### config.mk
export PLATFORM = sky130hd
export DESIGN_NAME = lge_controller
export DESIGN_NICKNAME = d
export VERILOG_FILES = /design/src/rtl/lge_pkg.sv /design/src/rtl/lge_controller.sv
export SDC_FILE = /design/constraint.sdc
export NUM_CORES = 1
export LEC_CHECK = 0
export ABC_AREA = 0
export BUFFER_PORTS_ARGS = -buffer_cell sky130_fd_sc_hd__buf_2
export CAP_MARGIN = 20
export CORE_AREA = 5 5 42 44
export CTS_CLUSTER_DIAMETER = 40
export DETAILED_ROUTE_END_ITERATION = 6
export DIE_AREA = 0 0 47 49
export GPL_TIMING_DRIVEN = 0
export PLACE_DENSITY = 0.59
export REMOVE_ABC_BUFFERS = 1
export SLEW_MARGIN = 40
export SYNTH_ARGS = -nofsm -noshare
export SYNTH_HDL_FRONTEND = slang
export SYNTH_SLANG_ARGS = --single-unit
### constraint.sdc
create_clock -name clk -period 2.97 [get_ports clk]
set_input_delay 0.7425 -clock clk [delete_from_list [all_inputs] [get_ports clk]]
set_output_delay 0.7425 -clock clk [all_outputs]
set_load 0.01 [all_outputs]
### src/rtl/lge_pkg.sv
// Shared types and constants of the life grid generation engine.
`timescale 1ns / 1ps
`default_nettype none

package lge_pkg;

  localparam int FUNC_W     = 2;
  localparam int ROW_IDX_W  = 6;
  localparam int COL_IDX_W  = 6;
  localparam int SIZE_W     = 7;
  localparam int GEN_W      = 16;
  localparam int CFG_IDX_W  = 2;
  localparam int CFG_DATA_W = 16;
  localparam int NBR_W      = 4;

  localparam logic [FUNC_W-1:0] FUNC_WRITE = 2'd0;
  localparam logic [FUNC_W-1:0] FUNC_RUN   = 2'd1;
  localparam logic [FUNC_W-1:0] FUNC_READ  = 2'd2;

  localparam logic [CFG_IDX_W-1:0] CFG_ROWS  = 2'd0;
  localparam logic [CFG_IDX_W-1:0] CFG_COLS  = 2'd1;
  localparam logic [CFG_IDX_W-1:0] CFG_LIMIT = 2'd2;

  localparam logic [SIZE_W-1:0] SIZE_RESET = 7'd64;

  localparam logic [NBR_W-1:0] BIRTH_COUNT   = 4'd3;
  localparam logic [NBR_W-1:0] SURVIVE_COUNT = 4'd2;

  typedef struct packed {
    logic capture;
    logic cell_rd;
    logic cell_op;
    logic g_up;
    logic g_mid;
    logic g_dn;
    logic g_load;
    logic g_row;
    logic g_end;
  } dp_cmd_t;

  typedef struct packed {
    logic bad;
    logic limit_zero;
    logic last_row;
    logic changed;
    logic gen_last;
  } dp_status_t;

endpackage

`default_nettype wire

### src/rtl/lge_controller.sv
// Sequencer that steps cell operations and generation runs through the datapath.
`timescale 1ns / 1ps
`default_nettype none

module lge_controller (
  input  wire logic                      clk,
  input  wire logic                      rst,
  input  wire logic                      start,
  input  wire logic [lge_pkg::FUNC_W-1:0] func,
  input  wire lge_pkg::dp_status_t       st,
  output lge_pkg::dp_cmd_t               cmd,
  output logic                           busy,
  output logic                           done
);
  import lge_pkg::*;

  typedef enum logic [3:0] {
    S_IDLE,
    S_CELL_RD,
    S_CELL_OP,
    S_RUN_CHK,
    S_G_UP,
    S_G_MID,
    S_G_DN,
    S_G_LOAD,
    S_G_ROW,
    S_G_END,
    S_DONE
  } state_t;

  state_t state;
  state_t state_next;

  always_comb begin
    state_next = state;
    cmd        = '0;
    unique case (state)
      S_IDLE: begin
        if (start && !busy) begin
          cmd.capture = 1'b1;
          unique case (func) inside
            FUNC_WRITE, FUNC_READ: state_next = S_CELL_RD;
            FUNC_RUN:              state_next = S_RUN_CHK;
            default:               state_next = S_DONE;
          endcase
        end
      end
      S_CELL_RD: begin
        cmd.cell_rd = 1'b1;
        state_next  = st.bad ? S_DONE : S_CELL_OP;
      end
      S_CELL_OP: begin
        cmd.cell_op = 1'b1;
        state_next  = S_DONE;
      end
      S_RUN_CHK: begin
        state_next = st.limit_zero ? S_DONE : S_G_UP;
      end
      S_G_UP: begin
        cmd.g_up   = 1'b1;
        state_next = S_G_MID;
      end
      S_G_MID: begin
        cmd.g_mid  = 1'b1;
        state_next = S_G_DN;
      end
      S_G_DN: begin
        cmd.g_dn   = 1'b1;
        state_next = S_G_LOAD;
      end
      S_G_LOAD: begin
        cmd.g_load = 1'b1;
        state_next = S_G_ROW;
      end
      S_G_ROW: begin
        cmd.g_row = 1'b1;
        if (st.last_row) begin
          state_next = S_G_END;
        end
      end
      S_G_END: begin
        cmd.g_end = 1'b1;
        if (!st.changed || st.gen_last) begin
          state_next = S_DONE;
        end else begin
          state_next = S_G_UP;
        end
      end
      S_DONE: begin
        state_next = S_IDLE;
      end
      default: begin
        state_next = S_IDLE;
      end
    endcase
  end

  always_ff @(posedge clk) begin
    if (rst) begin
      state <= S_IDLE;
      busy  <= 1'b0;
      done  <= 1'b0;
    end else begin
      state <= state_next;
      busy  <= (state_next != S_IDLE);
      done  <= (state_next == S_DONE);
    end
  end

endmodule

`default_nettype wire

* After elaboration in Yosys (flattened, before gate mapping)
Index checks and enable logic that the tools add are counted.
** Storage, ports and cells
- Output and inout bits :: 11
- Bits in registers :: 6
- Input bits :: 10
- Word-level logic and storage cells :: 40
** Cells by class
- Equal/unequal tests :: 12
- Multiplexer cells :: 17
- Reductions and logical operators :: 8
** Operators with widths (count)
- case mux 4 bit (10 select lines) :: 1
- two-way mux 4 bit :: 5
- == test 4 x 3 -> 1 bit, second input constant :: 4
- == test 4 bit, second input constant :: 3
- two-way mux 1 bit :: 10
- == test 4 x 2 -> 1 bit, second input constant :: 2
- case mux 4 bit (2 select lines) :: 1
- == test 4 x 1 -> 1 bit, second input constant :: 1
- logical NOT 4 bit :: 1
- nonzero test 4 bit :: 1
- == test 2 x 1 -> 1 bit, second input constant :: 1
- == test 2 bit, second input constant :: 1
- logical NOT 1 bit :: 2
- logical NOT 2 bit :: 1
- OR reduction 2 bit :: 1
- logical AND 1 bit :: 1
- logical OR 1 bit :: 1

* Logic depth before layout (Yosys ltp)
- Depth after elaboration :: 6
- Gate-level depth with buffers :: 5

* Worst setup path after synthesis
No wires, ideal clock.
- Path type :: input to output
- From :: input start
- To :: output cmd[8] (netlist bit)
- Setup slack :: 812 ps
- Data arrival time :: 1416 ps
- Path buffers :: 0
- Data required time :: 2227 ps
- Cell stages on the path :: 2
- Path through :: or4b_4 > nor3_4
** RTL lines
- start, declared :: line lge_controller.sv:8 : input wire logic start,
- end, declared :: line lge_controller.sv:11 : output lge_pkg::dp_cmd_t cmd,

==> results.txt <==
----------------------------------------------------
[Timing]
  Final sum of negative setup slack ... 0 ns
  Setup repair after global routing missed its margin ... no
  Crit share post-route ... ~80%
  Worst clock skew ... 0.00218 ns
  Worst-case headroom to the max-slew limit ... 66.6%
  Worst-Margin Slew ... ~0.50 ns
  Top achievable clock speed ... about 420 MHz
  Final count of negative-setup-slack endpoints ... 0
  Final count of hold timing violations ... 0
  Final count of pins violating max slew ... 0
  Post-route minimum period ... roughly 2.4 ns

[Synth]
  Async SR Flop Fraction ... 0%
  Register area share after synthesis ... between 20% and 30%
  Top cells by area, synth ... dfxtp_1, nand2b_1, nor2_1, a21oi_1, nor3_1
  List of most frequent post-synthesis cells ... nand2b_1, nor2_1, dfxtp_1
  Number of warnings issued by yosys ... 0
  Syn_area_per_cell ... ~8 sq um
  Count of flip-flops with a built-in enable after synthesis ... 0
  Yosys reg bits ... 6
  Largest area contributor in the synthesized netlist ... dfxtp_1
  Portion of synthesized cell area occupied by the leading cell type ... 26.9%
  Syn Std Cell Area ... approximately 450 sq um
  Cell with the most instances after synthesis ... nand2b_1
  Top FF cell, synth ... dfxtp_1
  Cells after synthesis ... 55
  Number of library cell types mapped by synthesis ... 23

[Layout]
  Area occupied by multi-input gates ... 303 sq um
  Area of all placed cells without fillers ... between 500 and 600 sq um
  Fill cell count ... between 150 and 200
  Fraction of final layout cells sized beyond drive strength 1 ... between 30% and 40%
  # diodes ... 0
  FF+latch area ... 120 sq um
  Synth-to-layout area growth ... 27.5%
  Post-layout net count ... 86

[Job]
  Max cap viols ... 0

[Placed design]
  Input/output buffers ... 20
  Post-DP HPWL ... a little over 800 um
  Area after DPL ... ~550 sq um
  Placer Congestion ... between 0.8 and 0.9

[Worst setup path]
  Slack of the worst reg-to-reg path ... 1.24 ns
  Setup CP Type ... input pin to output pin
  Critical register-to-register path startpoint ... state[1]
  Kind of start point of the critical path ... input pin
  Worst r2r dst ... done
  Worst endpoint required time ... 2.23 ns
  Highest fanout seen on the critical path ... 4
  Number of cells on the worst reg-to-reg path ... 4
  Worst path arrival time ... around 1.6 ns
  Crit. End Element ... output pin

[Global route]
  Wire length of the first global-routing pass ... approximately 1.9 mm
  Global route overflow ... 0
  Via count of the first global-routing pass ... 435
  GRT Overall Usage ... between 10% and 20%
  Number of antenna violations at the first check in global routing ... 0
  Maximum number of pins on one net before global-route repair ... 15

[Pwr]
  Sequential group share of total power ... 35.7%
  Switch Pwr ... roughly 0.00021 W
  Net switching share of the total power ... 43.0%
  Total power divided by cell area ... between 800 and 900 nW/um^2
  Worst VDD drop ... about 0.00043 V
  Combinational group share of total power ... 49.7%
  Clock group share of total power ... ~15%
  Leakage Power ... 0.250 nW
  Total chip power ... between 0.0004 and 0.0005 W
  Cell internal power dissipation ... 0.000281 W

[Die]
  Count of standard-cell rows ... 14
  Number of top-level pins ... 21
  Die Footprint ... approximately 2300 sq um
  Core Region ... ~1400 sq um
  Die W ... ~47 um
  Initial Utilization ... roughly a third
  Die Y ... just under 50 um

[Clocking]
  Register clock-pin slew on the reported worst setup and hold paths ... approximately 0.04 ns
  TritonCTS buffer count ... 3
  Number of buffers inserted to repair setup after CTS ... 0
  Clk Latency, worst-skew pair ... 0.24 ns
  Total of cells resized after clock tree synthesis ... 0
  CTS tree ... done
  Clock tree sinks ... 6
  H-Tree Depth ... 1
  CTS root buf ... clkbuf_4
  Clk buf depth ... 2
  Quantity of hold-fixing buffers added after cts ... 0

[Drt]
  M1 wire length ... between 500 and 600 um
  Number of design-rule violations left by the first detailed-router iteration ... 12
  Met3 WL ... around 76 um
  WL met2 ... 479 um
  Ratio of routed vias to standard cells ... just over 5
  Total wire length after detailed routing ... roughly 1.1 mm
  Uppermost layer routed ... met3
  Length of the first detailed-routing pass in iterations ... 4
  DR vias ... ~460
  Antenna violation net count after detailed routing ... 0
  DRC Markers ... 0
  Routed len/inst ... 11.8 um

[Hold path]
  Kind of path behind the tightest hold check ... flip-flop to flip-flop
  Hold path cells ... 3
  Hold path startpoint ... state[2]
  Worst-case hold path end point ... state[2]

[Outcome]
  Outcome ... finished clean

----------------------------------------------------
==> placed cells by master, fill, tap and decap left out <==
cell type	netlist	routed
a211oi_1	1	1
a21o_1	1	1
a21oi_1	5	5
a31oi_1	2	2
a32o_1	1	1
and4b_1	1	1
buf_2	4	20
clkbuf_4	0	3
dfxtp_1	6	6
inv_1	1	1
nand2_1	2	2
nand2b_1	8	8
nand4bb_1	1	1
nor2_1	7	7
nor3_1	5	5
nor3_4	1	1
nor3b_2	1	1
nor4_2	1	1
nor4bb_2	1	1
o22ai_1	2	2
o41a_1	1	1
or2_1	1	1
or3b_1	1	1
or4b_4	1	1
==> per-layer routing <==
layer / track usage (%) / vias to the layer above
li1: - / 242
met1: 14.2 / 206
met2: 15.2 / 16
met3: 4.06 / 0
met4: 3.69 / 0
met5: 0 / -
==> per-stage QoR <==
stage               hold WS (ns)  util (%)  worst slack (ns)  cells
floorplan                  0.631         -             0.812     51
finish                     0.748      40.6             0.592     90
CTS                        0.747      40.6             0.594     90
detailed placement         0.734      39.0             0.598     87
global route               0.806      40.6             0.531     90
global placement           0.725      39.0             0.591     87
==> flip-flops by register name (all words and copies together), names as in the netlist <==
register,flops
done,1
state,4
busy,1
==> worst max-delay path, cell delays in order <==
cell and delay, ns:
buf_2 0.07, or4b_4 0.47, nor3_4 0.18, buf_2 0.17
==> cell type report <==
| class | instances | share of cell area [%] |
|---|---|---|
| well taps | 16 | 3.52 |
| inverters | 1 | 0.659 |
| clock buffers | 3 | 3.96 |
| multi-input cells | 44 | 53.2 |
| repair buffers | 20 | 17.6 |
| flip-flops and latches | 6 | 21.1 |
==> power by group through the flow <==
stage	registers, W	logic (W)	clock network [W]
3_3_place_gp	0.000180	0.000245	0
3_5_place_dp	0.000179	0.000245	0
2_1_floorplan	0.000166	0.000180	0
4_1_cts	0.000177	0.000249	0.0000756
5_1_grt	0.000188	0.000279	0.0000808
6_report	0.000176	0.000245	0.0000718
==> how the worst max path moves through the flow <==
stage | endpoint | cells past startpoint | from | slack [ns]
final | cmd[8] | 4 | start | 0.59
after CTS | cmd[8] | 4 | start | 0.59
after detailed placement | cmd[8] | 4 | start | 0.60
after floorplan | cmd[8] | 2 | start | 0.81
after global routing | cmd[8] | 3 | state[3] | 0.53
after global placement | cmd[8] | 4 | start | 0.59
==> cells by family (layout without fill, tap and decap cells) <==
logic type	after synthesis	count (layout)	share of synthesized area, %
AND/OR/NAND/NOR	31	31	48.5
buffers and inverters	5	24	5.32
AO/OA/AOI/OAI	13	13	19.3
flip-flops	6	6	26.9
Note: power is estimated with default switching activity, not from simulation.
